### config.mk
export PLATFORM = sky130hd
export DESIGN_NAME = tcr_front
export DESIGN_NICKNAME = d
export VERILOG_FILES = /design/src/sv/tcr_pkg.sv /design/src/sv/tcr_front.sv
export SDC_FILE = /design/constraint.sdc
export NUM_CORES = 1
export LEC_CHECK = 0
export BUFFER_PORTS_ARGS = -buffer_cell sky130_fd_sc_hd__buf_2
export CAP_MARGIN = 20
export CORE_MARGIN = 4
export CORE_UTILIZATION = 40
export CTS_CLUSTER_DIAMETER = 120
export CTS_CLUSTER_SIZE = 20
export DETAILED_ROUTE_END_ITERATION = 8
export PLACE_DENSITY_LB_ADDON = 0.12
export RECOVER_POWER = 50
export SETUP_SLACK_MARGIN = 0.5
export SYNTH_ARGS = -nofsm -noshare
export SYNTH_HDL_FRONTEND = slang
export SYNTH_SLANG_ARGS = --single-unit
### constraint.sdc
create_clock -name aclk -period 11.7 [get_ports aclk]
set_input_delay 0.585 -clock aclk [delete_from_list [all_inputs] [get_ports aclk]]
set_output_delay 0.585 -clock aclk [all_outputs]
set_load 0.005 [all_outputs]
### src/sv/tcr_pkg.sv
package tcr_pkg;

    // Texture geometry: square textures, edge a power of two
    localparam int TEX_LOG2      = 6;
    localparam int TEX_SIZE      = 1 << TEX_LOG2;
    localparam int FACES         = 4;
    localparam int FACE_WORDS    = TEX_SIZE * TEX_SIZE;
    localparam int STORE_WORDS   = FACES * FACE_WORDS;
    localparam int STORE_AW      = $clog2(STORE_WORDS);
    localparam int FACE_W        = (FACES > 1) ? $clog2(FACES) : 1;

    // Screen geometry
    localparam int SCREEN_WIDTH  = 2048;
    localparam int SCREEN_HEIGHT = 1024;
    localparam int HALF_HEIGHT   = SCREEN_HEIGHT / 2;
    localparam int ROW_W         = $clog2(SCREEN_HEIGHT);

    // Step divider: dividend is TEX_SIZE << 16
    localparam int DIV_W         = TEX_LOG2 + 17;
    localparam int DIV_CNT_W     = $clog2(DIV_W);

    // Opcodes on the input channel
    localparam logic [1:0] OP_LOAD  = 2'd0;
    localparam logic [1:0] OP_START = 2'd1;
    localparam logic [1:0] OP_EMIT  = 2'd2;

    // Configuration register indexes
    localparam int CFG_IDX_W = 1;
    localparam logic [CFG_IDX_W-1:0] CFG_CEILING = 1'b0;
    localparam logic [CFG_IDX_W-1:0] CFG_FLOOR   = 1'b1;

    typedef enum logic [1:0] {
        CMD_LOAD,
        CMD_START,
        CMD_EMIT
    } cmd_t;

    // Classified request passed from front to back
    typedef struct packed {
        cmd_t              cmd;
        logic [31:0]       texel;
        logic [10:0]       column;
        logic [FACE_W-1:0] face;
        logic [9:0]        draw_start;
        logic [10:0]       draw_end;
        logic [15:0]       line_height;
        logic [15:0]       hit_pos;
        logic [31:0]       hit_dir;
        logic [31:0]       perp_dist;
    } req_t;

    // side mod FACES by repeated subtract (side is only 2 bits)
    function automatic logic [FACE_W-1:0] face_of(input logic [1:0] side);
        logic [3:0] s;
        s = {2'b00, side};
        for (int i = 0; i < 3; i++) begin
            if (s >= 4'(FACES)) begin
                s = s - 4'(FACES);
            end
        end
        return FACE_W'(s);
    endfunction

endpackage

### src/sv/tcr_front.sv
module tcr_front import tcr_pkg::*; (
    input  logic        aclk,
    input  logic        aresetn,
    input  logic        s_valid,
    output logic        s_ready,
    input  logic [1:0]  s_opcode,
    input  logic [31:0] s_texel_value,
    input  logic [10:0] s_column,
    input  logic [1:0]  s_side,
    input  logic [9:0]  s_draw_start,
    input  logic [10:0] s_draw_end,
    input  logic [15:0] s_line_height,
    input  logic [31:0] s_player_x,
    input  logic [31:0] s_player_y,
    input  logic [31:0] s_perp_dist,
    input  logic signed [31:0] s_ray_dir_x,
    input  logic signed [31:0] s_ray_dir_y,
    output logic        q_valid,
    output req_t        q_req,
    input  logic        q_pop
);

    localparam int QDEPTH = 2;
    localparam int QPTR_W = $clog2(QDEPTH);

    req_t              q_mem_reg [QDEPTH];
    logic [QPTR_W-1:0] wr_ptr_reg;
    logic [QPTR_W-1:0] rd_ptr_reg;
    logic [QPTR_W:0]   count_reg;

    req_t req_in;
    logic known_op;
    logic push;

    // classify: decode opcode, pick axis, fold face, fix zero height
    always_comb begin
        req_in = '0;
        known_op = 1'b1;
        case (s_opcode)
            OP_LOAD:  req_in.cmd = CMD_LOAD;
            OP_START: req_in.cmd = CMD_START;
            OP_EMIT:  req_in.cmd = CMD_EMIT;
            default: begin
                req_in.cmd = CMD_EMIT;
                known_op = 1'b0;
            end
        endcase
        req_in.texel       = s_texel_value;
        req_in.column      = s_column;
        req_in.face        = face_of(s_side);
        req_in.draw_start  = s_draw_start;
        req_in.draw_end    = s_draw_end;
        req_in.line_height = (s_line_height == 16'd0) ? 16'd1 : s_line_height;
        req_in.perp_dist   = s_perp_dist;
        if (s_side[0] == 1'b0) begin
            req_in.hit_pos = s_player_y[15:0];
            req_in.hit_dir = s_ray_dir_y;
        end else begin
            req_in.hit_pos = s_player_x[15:0];
            req_in.hit_dir = s_ray_dir_x;
        end
    end

    assign s_ready = (count_reg != (QPTR_W + 1)'(QDEPTH));
    assign push    = s_valid && s_ready && known_op;
    assign q_valid = (count_reg != '0);
    assign q_req   = q_mem_reg[rd_ptr_reg];

    always_ff @(posedge aclk) begin
        if (!aresetn) begin
            wr_ptr_reg <= '0;
            rd_ptr_reg <= '0;
            count_reg  <= '0;
        end else begin
            if (push) begin
                wr_ptr_reg <= wr_ptr_reg + 1'b1;
            end
            if (q_pop) begin
                rd_ptr_reg <= rd_ptr_reg + 1'b1;
            end
            if (push && !q_pop) begin
                count_reg <= count_reg + 1'b1;
            end else if (!push && q_pop) begin
                count_reg <= count_reg - 1'b1;
            end
        end
    end

    always_ff @(posedge aclk) begin
        if (push) begin
            q_mem_reg[wr_ptr_reg] <= req_in;
        end
    end

endmodule

==> impl.org <==
** Outcome
- The flow ran to the end, but the final reports show violations.
- Violated checks :: max-capacitance violations, max-slew violations

** Clocking
- The tree is rooted in a sky130_fd_sc_hd__clkbuf_16.
- Cts hold-fix bufs :: 0
- CTS tree :: yes
- No sink is reached through more buffers than the 3 on the longest clock path.
- After clock tree synthesis, the setup repair step added 0 buffers.
- Clock tree sinks :: 333
- The number of gates resized after CTS was 0.
- Latest clock arrival within the worst-skew pair :: a little over 0.5 ns
- In this run, CTS created clock tree buffers numbering 20.
- After clock tree synthesis, the clock-pin slew on the worst setup and hold paths is 0.08 ns.
- CTS built an H-tree with a depth of 1.

** Routing
- The first routing iteration left 302 violations.
- Using the TritonRoute via totals, the vias-per-cell ratio works out to between 4 and 5.
- For this block, the routed nets add up to roughly 27,000 um of wire.
- Initial DRT Pass Iterations :: 4
- Met3 wirelength from detailed routing :: ~2100 um
- Routed length on met2 :: roughly 13,000 um
- Via total after detailed routing :: 6,690
- For this run, design rule violations remaining after detail routing come to 0.
- Met1 routed wirelength after detailed routing :: between 10,000 and 15,000 um
- Dividing the detail-routed wire length by the instance count gives between 15 and 20 um.
- Top sig layer :: met5
- The count of nets left with antenna violations once routing finished came out at 0.

** Placement
- Post-place instance area :: 14,980 sq um
- Final weighted congestion of routability-driven global placement :: 0.7474
- Pre-CTS setup slack :: 8.385 ns
- Port buffering added 381 buffers.
- Sum of net half-perimeters after detailed placement :: 18,420 um
- Number of placed instances, taps included :: 1,360

** STA
- The number of slew-limit violations in the final report came to 120.
- In the final timing run, aggregate negative setup slack is 0 ns.
- The worst pin sits at a relative slew slack of -99.01%.
- The worst path uses about two fifths of the clock period.
- Unrepaired setup endpoints after global routing :: no
- Peak Freq :: 0.2218 GHz
- Setup Viol. Count Final :: 0
- Slack of the critical path :: 7.191 ns
- Pin slew with the least headroom to its limit :: 2.979 ns
- The final hold violation count came to 0.
- Time the final worst path needs with I/O delays and setup :: 4.509 ns
- On the final layout, the worst hold slack is 0.2591 ns.
- Final clock skew :: 0.005583 ns

** Setup path
- CP Cell Sequence :: nand2b_1 > and3_1 > nor2b_1 > buf_4
- Data on the critical path is required at its endpoint by approximately 12 ns.
- Startpoint class of the critical path :: register
- Data arrives at the worst endpoint at around 4.6 ns.
- By startpoint and endpoint, the worst setup path is classified as reg -> reg.
- Master of the slowest instance on the critical path :: sky130_fd_sc_hd__nor2b_1
- CP Capture Type :: register
- Of all nets on the critical path, the largest fanout is between 70 and 80.
- R2r setup slk :: 7.19 ns
- Worst path max stage delay :: roughly 2.2 ns

** Power and ir drop
- Power Dens Cells :: 159.9 nW/um^2
- Across the VDD grid, the largest voltage drop is about 0.000096 V.
- The analysis attributes to cell leakage a power of 5.574 nW.
- The design draws about 2.5 mW.

** Cells and area
- Measured on the finished design, the core utilization comes to 48.98%.
- Layout Area Growth over Synthesis :: 20.60%
- The final layout contains roughly 1,200 nets.
- Fraction of layout instances using a drive strength above 1 :: between 50% and 60%
- After routing the design area is 15,450 sq um.
- The register with the most flip-flops in the layout has 328 of them.
- The count of cells in the finished layout, fillers not included, comes to 1,393.

** GRT
- The initial antenna violation count is 4.
- The via count of the first global-routing pass is 6,976.
- The total overflow left after global routing is 0.
- Overall fraction of global-route tracks in use :: 14.89%
- Entering global routing, the biggest net connects 73 pins.
- Wire length of the first global-routing pass :: 40,930 um

** Min path
- The worst hold path belongs to the class in -> reg.

** Die
- Total die area :: 34,970 sq um
- Width of the die :: 187.0 um
- Total number of placement rows :: 65
- Placeable Area :: 31,560 sq um
- The floorplan step set the die height to 187.0 um.
- 414 I/O pins were placed.
- Effective utilization at floorplan :: between 40% and 50%

** Yosys
- The cell area that synthesis handed to floorplanning was between 10,000 and 15,000 sq um.
- The synthesized design contains 333 register bits.
- EDFF count, synth :: 328
- Count of warnings emitted by yosys :: 0
- Of all flip-flops after synthesis, the portion carrying an async set or reset was 0%.
- When the netlist entered floorplanning its net count stood at 859.
- In the synthesized netlist, the number of instances is 610.
- Distinct cells, synth :: 24
- Dividing the synthesized area by the synthesized cell count gives ~21 sq um.
- Flip-flop cell with the highest count after synthesis :: sky130_fd_sc_hd__edfxtp_1
- Sequential cells were found to cover 77.64% of the synthesized design area.

** Flow run
- Number of max-cap violations :: 3
-- report_power, final --
part | leakage [nW] | switching [mW] | internal, mW
Sequential | 3.07 | 0.0224 | 1.43
Combinational | 2.23 | 0.173 | 0.159
Clock | 0.273 | 0.360 | 0.331
-- final cells by class --
| cell class | instances | area [sq um] |
|---|---|---|
| Antenna cell | 3 | 7.507 |
| Clock buffer | 29 | 555.5 |
| Clock inverter | 1 | 8.758 |
| Fill cell | 2785 | 16100 |
| Inverter | 1 | 3.754 |
| Multi-Input combinational cell | 237 | 2559 |
| Sequential cell | 333 | 9950 |
| Tap cell | 402 | 503.0 |
| Timing Repair Buffer | 387 | 1868 |
-- cells by family after synthesis --
logic type | Yosys count | synth area share [%]
XOR/XNOR | 3 | 0.2051
multiplexers | 213 | 18.71
buffers and inverters | 40 | 2.392
AO/OA/AOI/OAI | 3 | 0.1757
adder cells (fa/ha/maj) | 1 | 0.09762
flip-flops | 333 | 77.64
AND/OR/NAND/NOR | 17 | 0.7811
-- critical path: cells and delay by family (launching register included) --
kind | cells | cell delay [ns]
flip-flops | 1 | 0.40
buffers and inverters | 1 | 1.03
AND/OR/NAND/NOR | 3 | 2.61
-- worst paths after layout --
path                                    start                 to  depth (start not counted)
worst max-delay path             count_reg[0]   q_mem_reg[0][44]                          4
worst min-delay path            s_draw_end[9]  q_mem_reg[1][105]                          1
worst max register to register   count_reg[0]   q_mem_reg[0][44]                          4
worst min register to register     wr_ptr_reg         wr_ptr_reg                          2
-- Yosys cell counts (2+ instances only) --
library cell | number | area, sq um
sky130_fd_sc_hd__and2_1 | 4 | 25.02
sky130_fd_sc_hd__buf_2 | 2 | 10.01
sky130_fd_sc_hd__buf_6 | 20 | 225.2
sky130_fd_sc_hd__clkbuf_1 | 16 | 60.06
sky130_fd_sc_hd__dfxtp_1 | 5 | 100.1
sky130_fd_sc_hd__edfxtp_1 | 328 | 9849
sky130_fd_sc_hd__mux2_2 | 212 | 2387
sky130_fd_sc_hd__nand2_1 | 2 | 7.510
sky130_fd_sc_hd__nand2b_1 | 2 | 12.51
sky130_fd_sc_hd__nor2b_1 | 2 | 12.51
sky130_fd_sc_hd__nor4_1 | 3 | 18.77
sky130_fd_sc_hd__xor2_1 | 2 | 17.52
-- layout by cell type, fill, tap and decap left out --
| cell | instances |
|---|---|
| sky130_fd_sc_hd__edfxtp_1 | 328 |
| sky130_fd_sc_hd__buf_2 | 314 |
| sky130_fd_sc_hd__mux2_2 | 170 |
| sky130_fd_sc_hd__clkbuf_1 | 73 |
| sky130_fd_sc_hd__mux2_1 | 42 |
| sky130_fd_sc_hd__clkbuf_16 | 21 |
| sky130_fd_sc_hd__buf_4 | 6 |
| sky130_fd_sc_hd__dfxtp_1 | 5 |
| sky130_fd_sc_hd__diode_2 | 3 |
| sky130_fd_sc_hd__nor4_1 | 3 |
| sky130_fd_sc_hd__and2_0 | 3 |
| sky130_fd_sc_hd__nor2b_1 | 2 |
| sky130_fd_sc_hd__nand2b_1 | 2 |
| sky130_fd_sc_hd__nand2_1 | 2 |
| sky130_fd_sc_hd__xor2_1 | 2 |
| sky130_fd_sc_hd__buf_1 | 2 |
| sky130_fd_sc_hd__nor3_1 | 1 |
| sky130_fd_sc_hd__a41o_1 | 1 |
| sky130_fd_sc_hd__and3_1 | 1 |
| sky130_fd_sc_hd__inv_1 | 1 |
| sky130_fd_sc_hd__or2_2 | 1 |
| sky130_fd_sc_hd__xnor2_1 | 1 |
| sky130_fd_sc_hd__and2_1 | 1 |
| sky130_fd_sc_hd__mux2i_1 | 1 |
| sky130_fd_sc_hd__o21ai_0 | 1 |
| sky130_fd_sc_hd__or3_1 | 1 |
| sky130_fd_sc_hd__a21boi_0 | 1 |
| sky130_fd_sc_hd__ha_1 | 1 |
| sky130_fd_sc_hd__inv_6 | 1 |
-- routing by layer --
| metal | GRT usage, % | vias up |
|---|---|---|
| met2 | 25.34 | 266 |
| met4 | 3.641 | 4 |
| met1 | 18.67 | 3266 |
| met3 | 4.741 | 31 |
| met5 | 0 | - |
| li1 | - | 3123 |
No activity file was read; power rests on OpenSTA's default activity.
